### src/rtl/rect_triangle_overlap_macros.svh
// Assertion macros shared by the rectangle / triangle overlap block.
// Every macro samples on clk and is disabled while rst is high.
`ifndef RECT_TRIANGLE_OVERLAP_MACROS_SVH
`define RECT_TRIANGLE_OVERLAP_MACROS_SVH

// Same-cycle implication.
`define RTO_ASSERT_NOW(lbl, cond, prop, msg) \
  lbl: assert property (@(posedge clk) disable iff (rst) (cond) |-> (prop)) else $error(msg);

// Next-cycle implication.
`define RTO_ASSERT_NEXT(lbl, cond, prop, msg) \
  lbl: assert property (@(posedge clk) disable iff (rst) (cond) |=> (prop)) else $error(msg);

`endif

### src/rtl/rto_pkg.sv
// ----------------------------------------------------------------------------
// rto_pkg
// Widths, result codes and stage types of the rectangle / triangle overlap test.
// ----------------------------------------------------------------------------
package rto_pkg;

  localparam int CoordBits = 16;
  localparam int HalfBits  = CoordBits - 1;
  // rectangle edges and triangle edge vectors
  localparam int EdgeBits  = CoordBits + 1;
  // rectangle corner minus triangle corner
  localparam int DiffBits  = CoordBits + 2;
  localparam int ProdBits  = EdgeBits + DiffBits;
  localparam int CrossBits = ProdBits + 1;

  localparam int InRawBits   = 8 * CoordBits + 2 * HalfBits;
  localparam int InDataBits  = ((InRawBits + 7) / 8) * 8;
  localparam int OutRawBits  = 3;
  localparam int OutDataBits = 8;

  localparam logic [1:0] DecReject    = 2'd0;
  localparam logic [1:0] DecTriInRect = 2'd1;
  localparam logic [1:0] DecRectInTri = 2'd2;
  localparam logic [1:0] DecNone      = 2'd3;

  // last field in the lowest bits
  typedef struct packed {
    logic signed [CoordBits-1:0] tri_cy;
    logic signed [CoordBits-1:0] tri_cx;
    logic signed [CoordBits-1:0] tri_by;
    logic signed [CoordBits-1:0] tri_bx;
    logic signed [CoordBits-1:0] tri_ay;
    logic signed [CoordBits-1:0] tri_ax;
    logic        [HalfBits-1:0]  rect_half_h;
    logic        [HalfBits-1:0]  rect_half_w;
    logic signed [CoordBits-1:0] rect_cy;
    logic signed [CoordBits-1:0] rect_cx;
  } in_item_t;

  // products of the edge tests: [rect corner][triangle edge]
  typedef struct packed {
    logic                             reject;
    logic                             tri_in;
    logic [3:0][2:0][ProdBits-1:0]    pa;
    logic [3:0][2:0][ProdBits-1:0]    pb;
  } mid_t;

  function automatic logic signed [EdgeBits-1:0] ext_e(input logic signed [CoordBits-1:0] v);
    return EdgeBits'(v);
  endfunction

endpackage

### src/rtl/rto_decide.sv
// ----------------------------------------------------------------------------
// rto_decide
// Edge-test signs for each rectangle corner and the final verdict.
// ----------------------------------------------------------------------------
module rto_decide (
  input  rto_pkg::mid_t mid,
  output logic          hit,
  output logic [1:0]    decided_by
);
  import rto_pkg::*;

  logic signed [CrossBits-1:0] xprod [4][3];
  logic [3:0][2:0]             nonneg;
  logic [3:0]                  in_tri;

  always_comb begin
    for (int q = 0; q < 4; q++) begin
      for (int i = 0; i < 3; i++) begin
        xprod[q][i]  = CrossBits'($signed(mid.pa[q][i])) -
                       CrossBits'($signed(mid.pb[q][i]));
        // zero counts as positive
        nonneg[q][i] = !xprod[q][i][CrossBits-1];
      end
      in_tri[q] = (&nonneg[q]) || !(|nonneg[q]);
    end
  end

  always_comb begin
    if (mid.reject) begin
      hit        = 1'b0;
      decided_by = DecReject;
    end else if (mid.tri_in) begin
      hit        = 1'b1;
      decided_by = DecTriInRect;
    end else if (|in_tri) begin
      hit        = 1'b1;
      decided_by = DecRectInTri;
    end else begin
      hit        = 1'b0;
      decided_by = DecNone;
    end
  end

endmodule

### config.mk
export PLATFORM = sky130hd
export DESIGN_NAME = rto_decide
export DESIGN_NICKNAME = d
export VERILOG_FILES = /design/src/rtl/rect_triangle_overlap_macros.svh /design/src/rtl/rto_pkg.sv /design/src/rtl/rto_decide.sv
export SDC_FILE = /design/constraint.sdc
export NUM_CORES = 1
export LEC_CHECK = 0
export ABC_AREA = 1
export BUFFER_PORTS_ARGS = -buffer_cell sky130_fd_sc_hd__buf_4
export CELL_PAD_IN_SITES_DETAIL_PLACEMENT = 1
export CELL_PAD_IN_SITES_GLOBAL_PLACEMENT = 1
export CORE_AREA = 3 3 324 326
export DETAILED_ROUTE_END_ITERATION = 10
export DIE_AREA = 0 0 327 329
export PLACE_DENSITY_LB_ADDON = 0.1
export SLEW_MARGIN = 10
export SYNTH_ARGS = -nofsm -noshare
export SYNTH_HDL_FRONTEND = slang
export SYNTH_SLANG_ARGS = --single-unit
### constraint.sdc
create_clock -name vclk -period 4.1
set_input_delay 0.205 -clock vclk [all_inputs]
set_output_delay 0.205 -clock vclk [all_outputs]
set_load 0.05 [all_outputs]
==> results.cfg <==
[outcome]
outcome = completed

[synth]
synth_top_family_by_area = adder cells
ys_warn_count = 0
synth_cell_type_count = 21
yosysSeqAreaShare_pct = 0
synth_fa_ha_area_share_pct = 44.5
syn-cell-area_um2 = 11500
avgSynthCellArea_um2 = 5.86
yosysTopAreaCell = ha_1
synth_cells = 1957
synth_mux_area_share_pct = 0
synth_compound_area_share_pct = 11.1
synth_xor_area_share_pct = 0
synth_top_area_share_pct = 44.5
synthesis.nets = 3207
netlist_top_cells_area = ha_1, nand2_1, inv_1, a21oi_1, nor2_1
yosys.area_share.simple_pct = 26.7

[sta]
hold_viol = 0
setup_viol = 0
final_max_slew_viol_count = 0
rsz0062_at_grt = false
tightestPinTransition_ns = 0.505
finalSetupTns_ns = 0
period_share_pct = 72.6
slew_headroom_pct = 66.3
fmax_ghz = 0.336
fin_crit_ns = 2.98

[cells_and_area]
final_cell_mix = buf_4, nand2_1, inv_1, ha_1, nor2_1
final_area_um2 = 19500
final_common_cell = buf_4
nFlopsAndLatches = 0
seq_area_um2 = 0
syn_to_final_growth_pct = 70.5
drive_gt1_share_pct = 30.5
clock_buffers = 0
final_nets = 4054

[routing]
drc = 0
detail_route.vias_per_cell = 3.52
drt_iter0_markers = 199
first_pass_iters = 4
via_count = 14700
finalWirelength_mm = 68.3
ant_nets = 0
wl_per_cell_um = 16.3

[global_route]
grtUsageMet1_pct = 12.5
grt_busiest_layer = met2
use_met2_pct = 24.8
gr-total-overflow = 0
grtUsageTotal_pct = 12.0
antenna_found_initial = 14
grtUsageMet3_pct = 2.86
grt_pass1_vias = 16700
grt_pass1_wl_mm = 98.6
grt_max_degree = 6

[job]
drv_cap = 0

[power]
internal-power_uw = 947
power_uw = 1770
p_comb_share_pct = 100.0
swShare_pct = 46.6
cellLeakagePower_uw = 0.0122
p_sw_uw = 825
power_density_nw_per_um2 = 90.6
peakVddDrop_mv = 0.0340
seqPwrFrac_pct = 0
p_clk_share_pct = 0

[hold_path]
hold_class = in2out
hold_depth = 3

[floorplanning]
fp-row-count = 117
die_area_um2 = 108000
die_w_um = 327
ios = 845
core_um2 = 102000
start_util_pct = 11.2
die_h_um = 329

[critical_path]
cp-end-kind = output pin
path_class = in2out
crit_arrival_ns = 2.77
critical_path_required_ns = 3.89
start_kind = input pin
path_max_fanout = 5

[clock_tree]
cts_resized = 0
postCtsHoldBufs = 0
postCtsSetupRepairBufs = 0

[placement]
place_area_um2 = 19500
dpl.hpwl_mm = 66.8
port-buffer-count = 845
gp_congestion = 0.878
-- worst paths after layout --
kind	slack [ns]	from	endpoint
max	1.12	mid[524]	decided_by[0]
min	0.73	mid[841]	decided_by[0]
-- through the flow --
stage | setup WS (ns) | utilization [%] | cells | hold WS (ns)
after floorplan | 1.85 | - | 1957 | 0.498
after global placement | 0.931 | 19.1 | 4170 | 0.727
after detailed placement | 0.923 | 19.1 | 4170 | 0.730
after CTS | 0.911 | 19.1 | 4170 | 0.730
after global routing | 0.718 | 19.2 | 4181 | 0.731
final | 1.12 | 19.2 | 4181 | 0.730
-- Yosys cell counts --
cell / instances
a21oi_1: 152
nand2_1: 549
nand3b_1: 4
nand4_1: 11
nor2_1: 157
ha_1: 408
o211ai_1: 4
a31oi_1: 6
o21a_1: 4
nor4_1: 1
nor2b_1: 1
a21o_1: 26
a21oi_2: 1
nor3b_1: 4
nand3_1: 41
o21ai_0: 30
nor3_1: 3
inv_1: 539
nand2_2: 1
nor2_2: 7
a21boi_0: 8
-- per-layer routing --
layer / part of all wire, % / wire length, um
met4: 0.54 / 366
met2: 56 / 38600
met1: 36 / 24700
met3: 6.7 / 4590
met5: 0.034 / 23
-- area by class of cell --
class | instances | area (um2)
well taps | 1368 | 1710
diodes | 11 | 27.5
inverters | 539 | 2020
fillers | 12800 | 82500
repair buffers | 845 | 6340
multi-input cells | 1418 | 9440
-- cells by family (layout without fill, tap and decap cells) --
group	count (synthesis)	after routing
compound gates	231	231
fa+ha+maj	408	408
buf+inv	539	1384
simple gates	779	779
other cells	0	11
-- worst max-delay path: stages --
cell,delay [ns]
buf_4,0.12
ha_1,0.42
nand2_1,0.11
nor2_1,0.28
nand4_1,0.21
nor3b_1,0.22
nand2_1,0.12
nand3_1,0.08
nand2_1,0.06
nand3_1,0.10
nand2_1,0.09
nor2_2,0.25
nand2_1,0.12
a21oi_2,0.15
buf_4,0.22
-- power by group through the flow --
stage	combinational, uW	clock, uW	sequential [uW]
floorplan	832	0	0
global placement	1790	0	0
detailed placement	1820	0	0
CTS	1840	0	0
global route	2080	0.000360	0
finish	1770	0.000361	0
No activity file was read; power rests on OpenSTA's default activity.
